[config.mk]
export PLATFORM = sky130hd
export DESIGN_NAME = sorted_id_table
export DESIGN_NICKNAME = d
export VERILOG_FILES = /design/src/hdl/sid_pkg.sv /design/src/hdl/sid_ram.sv /design/src/hdl/sid_datapath.sv /design/src/hdl/sid_ctrl.sv /design/src/hdl/sorted_id_table.sv
export SDC_FILE = /design/constraint.sdc
export NUM_CORES = 2
export LEC_CHECK = 0
export BUFFER_PORTS_ARGS = -buffer_cell sky130_fd_sc_hd__buf_2
export CAP_MARGIN = 20
export CORE_ASPECT_RATIO = 0.8
export CORE_MARGIN = 2
export CORE_UTILIZATION = 60
export DETAILED_ROUTE_END_ITERATION = 16
export PLACE_DENSITY = 0.76
export REMOVE_ABC_BUFFERS = 1
export SLEW_MARGIN = 25
export SYNTH_ARGS = -nofsm -noshare
export SYNTH_HDL_FRONTEND = slang
export SYNTH_SLANG_ARGS = --single-unit
[constraint.sdc]
create_clock -name clk -period 8.5 [get_ports clk]
set_clock_uncertainty 0.05 [all_clocks]
set_input_delay 1.275 -clock clk [delete_from_list [all_inputs] [get_ports clk]]
set_output_delay 1.275 -clock clk [all_outputs]
set_load 0.02 [all_outputs]
[src/hdl/sid_pkg.sv]
`timescale 1ns / 1ps
// ----------------------------------------------------------------------------
// sid_pkg
// Shared types and constants for the sorted ID table: command and status
// codes, controller states and the command/status bundles between the
// controller and the datapath.
// ----------------------------------------------------------------------------
package sid_pkg;

  // stream word layout
  localparam int CMD_W       = 2;
  localparam int STATUS_W    = 2;
  localparam int ID_IO_W     = 6;
  localparam int IDX_IO_W    = 6;
  localparam int HANDLE_IO_W = 32;
  localparam int S_TDATA_W   = 48;
  localparam int M_TDATA_W   = 48;

  typedef enum logic [CMD_W-1:0] {
    CMD_ADD    = 2'd0,
    CMD_RM_IDX = 2'd1,
    CMD_LOOKUP = 2'd2,
    CMD_RM_ID  = 2'd3
  } op_t;

  typedef enum logic [STATUS_W-1:0] {
    ST_OK        = 2'd0,
    ST_NOT_FOUND = 2'd1,
    ST_FULL      = 2'd2
  } status_t;

  typedef enum logic [3:0] {
    S_IDLE,
    S_SRCH_RD,
    S_SRCH_CHK,
    S_IDX_RD,
    S_IDX_CHK,
    S_SH_INIT,
    S_SHIFT,
    S_FINISH,
    S_RESULT
  } state_t;

  typedef struct packed {
    logic load;
    logic srch_rd;
    logic srch_chk;
    logic idx_rd;
    logic idx_cap;
    logic gap_set;
    logic shift_init;
    logic shift_step;
    logic finish;
    logic out_load;
  } ctl_cmd_t;

  typedef struct packed {
    op_t  in_op;
    op_t  op;
    logic full;
    logic slot_ok;
    logic srch_done;
    logic hit;
    logic shift_busy;
    logic wr_pend;
    logic out_free;
  } dp_stat_t;

endpackage

[src/hdl/sid_ram.sv]
`timescale 1ns / 1ps
// ----------------------------------------------------------------------------
// sid_ram
// Generic simple dual-port RAM: one write port, one read port with
// registered read data.
// ----------------------------------------------------------------------------
module sid_ram #(
  parameter int WIDTH = 8,
  parameter int DEPTH = 16
) (
  input  logic                     clk,
  input  logic                     we,
  input  logic [$clog2(DEPTH)-1:0] waddr,
  input  logic [WIDTH-1:0]         wdata,
  input  logic [$clog2(DEPTH)-1:0] raddr,
  output logic [WIDTH-1:0]         rdata
);

  logic [WIDTH-1:0] mem [DEPTH];

  always_ff @(posedge clk) begin
    if (we) begin
      mem[waddr] <= wdata;
    end
    rdata <= mem[raddr];
  end

endmodule

[src/hdl/sid_datapath.sv]
`timescale 1ns / 1ps
// ----------------------------------------------------------------------------
// sid_datapath
// Entry store, search bounds, shift pointers, result and output registers.
// Acts on one command bundle per cycle from the controller.
// ----------------------------------------------------------------------------
module sid_datapath #(
  parameter int ENTRIES     = 64,
  parameter int HANDLE_BITS = 32
) (
  input  logic                            clk,
  input  logic                            rst,
  input  logic [sid_pkg::S_TDATA_W-1:0]   s_tdata,
  input  logic [sid_pkg::CMD_W-1:0]       s_tuser,
  output logic                            m_tvalid,
  input  logic                            m_tready,
  output logic [sid_pkg::M_TDATA_W-1:0]   m_tdata,
  output logic [sid_pkg::STATUS_W-1:0]    m_tuser,
  input  sid_pkg::ctl_cmd_t               cmd,
  output sid_pkg::dp_stat_t               stat
);
  import sid_pkg::*;

  localparam int ID_W   = $clog2(ENTRIES);
  localparam int CNT_W  = $clog2(ENTRIES + 1);
  localparam int CMP_W  = (CNT_W > ID_IO_W) ? CNT_W : ID_IO_W;
  localparam int HX_W   = (HANDLE_BITS > HANDLE_IO_W) ? HANDLE_BITS : HANDLE_IO_W;
  localparam int WORD_W = ID_W + HANDLE_BITS;
  localparam int PAD_W  = M_TDATA_W - ID_IO_W - IDX_IO_W - HANDLE_IO_W;

  // input word fields
  logic [HANDLE_IO_W-1:0] in_handle;
  logic [IDX_IO_W-1:0]    in_slot;
  logic [ID_IO_W-1:0]     in_key;

  assign in_handle = s_tdata[HANDLE_IO_W-1:0];
  assign in_slot   = s_tdata[HANDLE_IO_W +: IDX_IO_W];
  assign in_key    = s_tdata[HANDLE_IO_W + IDX_IO_W +: ID_IO_W];

  op_t                    op;
  logic [HANDLE_BITS-1:0] hin;
  logic [CMP_W-1:0]       key;
  logic [CNT_W-1:0]       count;
  logic [CNT_W-1:0]       lo;
  logic [CNT_W-1:0]       hi;
  logic [ID_W-1:0]        mid;
  logic [ID_W-1:0]        pos;
  logic [ID_W-1:0]        src;
  logic [CNT_W-1:0]       moves;
  logic                   wr_pend;
  logic [ID_W-1:0]        wr_addr;
  status_t                res_status;
  logic [ID_W-1:0]        res_id;
  logic [ID_W-1:0]        res_idx;
  logic [HANDLE_BITS-1:0] res_handle;

  // ram ports
  logic                   we;
  logic [ID_W-1:0]        waddr;
  logic [WORD_W-1:0]      wdata;
  logic [ID_W-1:0]        raddr;
  logic [WORD_W-1:0]      rd_word;
  logic [ID_W-1:0]        rd_id;
  logic [HANDLE_BITS-1:0] rd_handle;

  logic [CNT_W-1:0] span;
  logic [CNT_W-1:0] mid_full;
  logic [ID_W-1:0]  mid_c;
  logic [CNT_W-1:0] cnt_m1;
  logic [CNT_W-1:0] pos_ext;
  logic             is_add;
  logic             hit;
  logic             go_left;
  logic [CMP_W-1:0] id_ext;
  logic [CMP_W-1:0] idx_ext;
  logic [HX_W-1:0]  h_ext;

  assign span     = hi - lo;
  assign mid_full = lo + (span >> 1);
  assign mid_c    = mid_full[ID_W-1:0];
  assign cnt_m1   = count - CNT_W'(1);
  assign pos_ext  = CNT_W'(pos);
  assign is_add   = (op == CMD_ADD);

  assign rd_id     = rd_word[WORD_W-1 -: ID_W];
  assign rd_handle = rd_word[HANDLE_BITS-1:0];

  // add searches for the first slot whose id differs from its index
  assign hit     = !is_add && (CMP_W'(rd_id) == key);
  assign go_left = is_add ? (rd_id != mid) : (key < CMP_W'(rd_id));

  always_comb begin
    priority if (cmd.idx_rd) begin
      raddr = pos;
    end else if (cmd.shift_step) begin
      raddr = src;
    end else begin
      raddr = mid_c;
    end
  end

  assign we    = wr_pend || (cmd.finish && is_add);
  assign waddr = wr_pend ? wr_addr : pos;
  assign wdata = wr_pend ? rd_word : {pos, hin};

  sid_ram #(
    .WIDTH (WORD_W),
    .DEPTH (ENTRIES)
  ) u_ram (
    .clk   (clk),
    .we    (we),
    .waddr (waddr),
    .wdata (wdata),
    .raddr (raddr),
    .rdata (rd_word)
  );

  // control state
  always_ff @(posedge clk) begin
    if (rst) begin
      count    <= '0;
      wr_pend  <= 1'b0;
      m_tvalid <= 1'b0;
    end else begin
      wr_pend <= cmd.shift_step && (moves != '0);
      if (cmd.finish) begin
        count <= is_add ? count + CNT_W'(1) : cnt_m1;
      end
      if (cmd.out_load) begin
        m_tvalid <= 1'b1;
      end else if (m_tready) begin
        m_tvalid <= 1'b0;
      end
    end
  end

  assign id_ext  = CMP_W'(res_id);
  assign idx_ext = CMP_W'(res_idx);
  assign h_ext   = HX_W'(res_handle);

  // payload
  always_ff @(posedge clk) begin
    if (cmd.load) begin
      op         <= op_t'(s_tuser);
      hin        <= HANDLE_BITS'(in_handle);
      key        <= CMP_W'(in_key);
      lo         <= '0;
      hi         <= count;
      pos        <= ID_W'(in_slot);
      res_status <= (op_t'(s_tuser) == CMD_ADD && stat.full) ? ST_FULL : ST_NOT_FOUND;
      res_id     <= '0;
      res_idx    <= '0;
      res_handle <= '0;
    end
    if (cmd.srch_rd) begin
      mid <= mid_c;
    end
    if (cmd.srch_chk) begin
      if (hit) begin
        pos        <= mid;
        res_status <= ST_OK;
        res_id     <= rd_id;
        res_idx    <= mid;
        res_handle <= rd_handle;
      end else if (go_left) begin
        hi <= CNT_W'(mid);
      end else begin
        lo <= CNT_W'(mid) + CNT_W'(1);
      end
    end
    if (cmd.idx_cap) begin
      res_status <= ST_OK;
      res_id     <= rd_id;
      res_idx    <= pos;
      res_handle <= rd_handle;
    end
    if (cmd.gap_set) begin
      pos        <= lo[ID_W-1:0];
      res_status <= ST_OK;
      res_id     <= lo[ID_W-1:0];
      res_idx    <= lo[ID_W-1:0];
      res_handle <= '0;
    end
    if (cmd.shift_init) begin
      if (is_add) begin
        src   <= cnt_m1[ID_W-1:0];
        moves <= count - pos_ext;
      end else begin
        src   <= pos + ID_W'(1);
        moves <= cnt_m1 - pos_ext;
      end
    end
    if (cmd.shift_step && (moves != '0)) begin
      src     <= is_add ? src - ID_W'(1) : src + ID_W'(1);
      wr_addr <= is_add ? src + ID_W'(1) : src - ID_W'(1);
      moves   <= moves - CNT_W'(1);
    end
    if (cmd.out_load) begin
      m_tdata <= {{PAD_W{1'b0}}, h_ext[HANDLE_IO_W-1:0], idx_ext[IDX_IO_W-1:0],
                  id_ext[ID_IO_W-1:0]};
      m_tuser <= res_status;
    end
  end

  always_comb begin
    stat.in_op      = op_t'(s_tuser);
    stat.op         = op;
    stat.full       = (count == CNT_W'(ENTRIES));
    stat.slot_ok    = (CMP_W'(in_slot) < CMP_W'(count));
    stat.srch_done  = (lo == hi);
    stat.hit        = hit;
    stat.shift_busy = (moves != '0);
    stat.wr_pend    = wr_pend;
    stat.out_free   = !m_tvalid || m_tready;
  end

  a_count_bound: assert property (@(posedge clk) disable iff (rst)
    count <= CNT_W'(ENTRIES))
    else $error("entry count above capacity");

  a_no_drop: assert property (@(posedge clk) disable iff (rst)
    cmd.out_load |-> (!m_tvalid || m_tready))
    else $error("result loaded over an untaken word");

  a_shift_range: assert property (@(posedge clk) disable iff (rst)
    wr_pend |-> (CNT_W'(wr_addr) <= count))
    else $error("shift write outside the table");

  a_insert_clear: assert property (@(posedge clk) disable iff (rst)
    cmd.finish |-> !wr_pend)
    else $error("insert write collides with shift write");

endmodule

[src/hdl/sid_ctrl.sv]
`timescale 1ns / 1ps
// ----------------------------------------------------------------------------
// sid_ctrl
// Sequencer for the sorted ID table: binary search, index read, shift walk, insert
// and result hand-off.
// ----------------------------------------------------------------------------
module sid_ctrl (
  input  logic               clk,
  input  logic               rst,
  input  logic               s_tvalid,
  output logic               s_tready,
  input  sid_pkg::dp_stat_t  stat,
  output sid_pkg::ctl_cmd_t  cmd
);
  import sid_pkg::*;

  state_t state;
  state_t state_next;

  always_ff @(posedge clk) begin
    if (rst) begin
      state <= S_IDLE;
    end else begin
      state <= state_next;
    end
  end

  always_comb begin
    state_next = state;
    cmd        = '0;
    s_tready   = 1'b0;
    unique case (state)
      S_IDLE: begin
        s_tready = 1'b1;
        if (s_tvalid) begin
          cmd.load = 1'b1;
          unique case (stat.in_op)
            CMD_ADD:    state_next = stat.full ? S_RESULT : S_SRCH_RD;
            CMD_RM_IDX: state_next = stat.slot_ok ? S_IDX_RD : S_RESULT;
            default:    state_next = S_SRCH_RD;
          endcase
        end
      end
      S_SRCH_RD: begin
        if (stat.srch_done) begin
          if (stat.op == CMD_ADD) begin
            cmd.gap_set = 1'b1;
            state_next  = S_SH_INIT;
          end else begin
            state_next = S_RESULT;
          end
        end else begin
          cmd.srch_rd = 1'b1;
          state_next  = S_SRCH_CHK;
        end
      end
      S_SRCH_CHK: begin
        cmd.srch_chk = 1'b1;
        if (stat.hit) begin
          state_next = (stat.op == CMD_LOOKUP) ? S_RESULT : S_SH_INIT;
        end else begin
          state_next = S_SRCH_RD;
        end
      end
      S_IDX_RD: begin
        cmd.idx_rd = 1'b1;
        state_next = S_IDX_CHK;
      end
      S_IDX_CHK: begin
        cmd.idx_cap = 1'b1;
        state_next  = S_SH_INIT;
      end
      S_SH_INIT: begin
        cmd.shift_init = 1'b1;
        state_next     = S_SHIFT;
      end
      S_SHIFT: begin
        // one entry read per cycle, each written in the next cycle
        cmd.shift_step = 1'b1;
        if (!stat.shift_busy && !stat.wr_pend) begin
          state_next = S_FINISH;
        end
      end
      S_FINISH: begin
        cmd.finish = 1'b1;
        state_next = S_RESULT;
      end
      S_RESULT: begin
        if (stat.out_free) begin
          cmd.out_load = 1'b1;
          state_next   = S_IDLE;
        end
      end
      default: begin
        state_next = S_IDLE;
      end
    endcase
  end

endmodule

[src/hdl/sorted_id_table.sv]
`timescale 1ns / 1ps
// ----------------------------------------------------------------------------
// sorted_id_table
// Fixed-capacity table of (ID, handle) entries kept in ascending ID order,
// with lowest-free-ID allocation, removal by index or ID and lookup by ID.
// ----------------------------------------------------------------------------
// One command is worked at a time and each gives one result word. The table
// sits in a single RAM with one write and one registered read port, so each
// binary search probe passes through a read state and a check state, and a
// shift moves one entry per cycle. No clearing pass is needed after reset. A
// finished result waits in the output register while the next command is
// taken in; that command then holds at the result stage until the waiting
// word is taken.
module sorted_id_table #(
  parameter int ENTRIES     = 64,
  parameter int HANDLE_BITS = 32
) (
  input  logic                          clk,
  input  logic                          rst,
  input  logic                          s_axis_tvalid,
  output logic                          s_axis_tready,
  // handle_in [31:0], slot_index [37:32], key_id [43:38], zero [47:44]
  input  logic [sid_pkg::S_TDATA_W-1:0] s_axis_tdata,
  // cmd [1:0]
  input  logic [sid_pkg::CMD_W-1:0]     s_axis_tuser,
  output logic                          m_axis_tvalid,
  input  logic                          m_axis_tready,
  // id_out [5:0], index_out [11:6], handle_out [43:12], zero [47:44]
  output logic [sid_pkg::M_TDATA_W-1:0] m_axis_tdata,
  // status [1:0]
  output logic [sid_pkg::STATUS_W-1:0]  m_axis_tuser
);
  import sid_pkg::*;

  ctl_cmd_t cmd;
  dp_stat_t stat;

  sid_ctrl u_ctrl (
    .clk      (clk),
    .rst      (rst),
    .s_tvalid (s_axis_tvalid),
    .s_tready (s_axis_tready),
    .stat     (stat),
    .cmd      (cmd)
  );

  sid_datapath #(
    .ENTRIES     (ENTRIES),
    .HANDLE_BITS (HANDLE_BITS)
  ) u_datapath (
    .clk      (clk),
    .rst      (rst),
    .s_tdata  (s_axis_tdata),
    .s_tuser  (s_axis_tuser),
    .m_tvalid (m_axis_tvalid),
    .m_tready (m_axis_tready),
    .m_tdata  (m_axis_tdata),
    .m_tuser  (m_axis_tuser),
    .cmd      (cmd),
    .stat     (stat)
  );

endmodule
==> summary.md <==
| Metric | Value |
|---|---|
| CTS Buf Count | 230 |
| Leading area contributor after synthesis | edfxtp_1 |
| Setup ws final | 2.62 ns |
| Port bufs | 97 |
| Fraction of post-synthesis cell area in the top cell type by area | 71.2% |
| Yosys reg bits | 2660 |
| Fillers | 12.0k |
| Total die area | 182000 um^2 |
| Synthesis-to-finish area growth | 9.79% |
| Cell with the most instances after synthesis | edfxtp_1 |
| Max-slew violation count | 0 |
| Placed cell count | 9871 |
| Worst Path Max Fanout | 61 |
| H-tree levels | 4 |
| Initial antenna violation count | 3 |
| Detailed Routing Iterations Pass 1 | 5 |
| Die outline width | 477 um |
| Number of vias per cell | 6.74 |
| Hold/Removal Path Class | flop to flop |
| Fin cells | 10.3k |
| Setup violators final | 0 |
| Worst r2r path cells | 15 |
| Post-synthesis compound-gate area fraction | 6.07% |
| CP required | 9.15 ns |
| Worst path arrival time | 6.53 ns |
| Synth Area in Adders | 0.511% |
| Async SR Flop Fraction | 0% |
| Reg-to-reg setup timing slack | 2.62 ns |
| Minimum clock period | 5.88 ns |
| Syn Area/Cell | 13.7 um^2 |
| Yosys warnings | 0 |
| Total clock sinks | 2660 |
| DRC | 0 |
| Total gr overflow | 0 |
| Global Route Usage Sum | 31.2% |
| Post-Syn Area | 107000 um^2 |
| Hold_buf cts | 0 |
| Violation count after the first detailed-route iteration | 12.1k |
| Relative slew slack | 25.0% |
| Critical path type | flop to flop |
| Synth Area in XOR/XNOR | 0.457% |
| Resize count post-CTS | 0 |
| Pre-CTS setup slack | 2.74 ns |
| Mux share of post-synthesis cell area | 2.25% |
| Post-synth EDFFs | 2543 |
| Largest cells by area after synthesis | edfxtp_1, nand2_1, nand3_1, dfxtp_1, and4_1 |
| Core Region | 177000 um^2 |
| Reg clk slew, reported paths | 0.07 ns |
| Fmax | 170 MHz |
| Largest stage delay, worst path | 0.70 ns |
| Max-cap violation count | 0 |
| Std cell rows | 138 |
| I/O pins | 106 |
| DRT antenna net count | 0 |
| CTS root buf | clkbuf_16 |
| Post-Syn Instances | 7840 |
| Setup bufs post-CTS | 0 |
| Vias | 69.4k |
| Initial Util | 60.5% |
| Largest family of logic cells by synthesized area | simple AND/OR/NAND/NOR gates |
| Largest net degree at the start of global routing | 190 |
| Die Ht | 382 um |
| CP Capture Type | flop |
| Register area share after synthesis | 73.4% |
| Synth Flop Type | edfxtp_1 |
| Layout cell share with drive strength beyond 1 | 9.35% |
| Multi-input gate area in the final layout | 26500 um^2 |
| Sequential Area | 78700 um^2 |
| Worst hold stages | 0 |
| Startpoint types | flop |
| Clk_lat worst skew | 0.90 ns |
| Status | finished, final reports clean |
| CTS tree | done |
| Clk buf depth | 3 |
| Crit-path cells | ha_1 -> inv_1 -> fa_1 -> ha_1 -> inv_1 -> fa_1 -> nor2b_1 -> o21ai_4 -> nand3_4 -> buf_12 -> a211oi_1 -> a2111oi_0 -> or4_1 -> a32oi_1 -> o221ai_1 |
| Final period util | 69.2% |
| Synth top cells by count | edfxtp_1, nand2_1, nand3_1 |
| Unrepaired setup endpoints after global routing | false |
| Final #Nets | 7819 |
| Total wire length | 291000 um |
| Slew @ Worst Pin | 1.12 ns |
| Drt wl/cell | 28.2 um |
| Post-Synth Simple-Gate Area | 14.7% |
| Hold Fails Final Rpt | 0 |
| First-pass GRT wire length | 423000 um |
| Worst path slowest cell | nand3_4 |
| Vias in the first global route | 64.8k |
| Dpl hpwl | 142000 um |
| Ant diodes | 0 |
| Placer Congestion | 0.902 |
| Cell variety after synth | 73 |
==> cell usage in the layout (no fill, tap or decap), types with 49 or more instances in the layout <==
cell type / count
nor2_4: 72
a21oi_1: 79
edfxtp_1: 2543
a2111oi_0: 149
clkbuf_1: 62
clkbuf_16: 241
a311o_1: 74
and4_1: 227
mux2i_1: 185
buf_2: 97
clkinv_2: 49
nand4_1: 68
nand3_1: 1072
a311oi_1: 74
a211oi_1: 231
buf_4: 132
nand2_1: 1768
dfxtp_1: 116
==> final timing paths <==
check	from	endpoint
worst min-delay path	u_datapath.h_ext[23]	u_datapath.m_tdata[35]
worst max-delay path	u_datapath.lo[0]	u_datapath.u_ram.rdata[18]
worst min register to register	u_datapath.h_ext[23]	u_datapath.m_tdata[35]
worst max register to register	u_datapath.lo[0]	u_datapath.u_ram.rdata[18]
==> flip-flops by register name, summed over array words and instances (netlist names), 7 cells and up <==
register                count
u_datapath.hin             32
u_datapath.moves            7
u_datapath.m_tdata         44
u_datapath.lo               7
u_datapath.hi               7
u_datapath.h_ext           32
u_datapath.u_ram.mem     2432
u_datapath.u_ram.rdata     38
u_datapath.count            7
==> critical path: cells and delay by family (launching register included) <==
| family | cells | cell delay [ns] |
|---|---|---|
| flip-flops | 1 | 0.39 |
| buffers and inverters | 3 | 0.64 |
| adder cells (fa/ha/maj) | 4 | 1.44 |
| AND/OR/NAND/NOR | 3 | 1.44 |
| AO/OA/AOI/OAI | 5 | 1.65 |
==> layout make-up <==
type	count	area share [%]
multi-input combinational	4539	22.5
timing repair buffer	246	1.54
inverter	46	0.148
clock inverter	106	0.830
tap	2380	2.53
sequential	2660	66.8
clock buffer	325	5.58
==> stage by stage <==
stage          util [%]  hold WS, ns  cell area (um^2)  TNS [ns]
2_1_floorplan         -        0.350            105000  -1227.91
3_3_place_gp       62.1        0.361            110000         0
3_5_place_dp       62.1        0.360            110000         0
4_1_cts            66.4        0.375            118000         0
5_1_grt            66.5        0.390            118000         0
6_report           66.5        0.379            118000         0
==> routing by layer <==
metal	GRT usage, %	wire length [um]
met4	13.0	13300
met1	45.0	108000
met2	46.9	131000
met3	6.19	39100
met5	0	0
==> cells by family after synthesis <==
kind of cell	count (synthesis)
AOI/OAI and AO/OA	818
adders and majority gates	42
buffers and inverters	644
xor gates and xnor gates	56
muxes	232
and+or+nand+nor	3387
DFF	2660
other	1
Power is not shown: default switching activity piles up to over one toggle a cycle in this logic, so the estimate is an artifact.
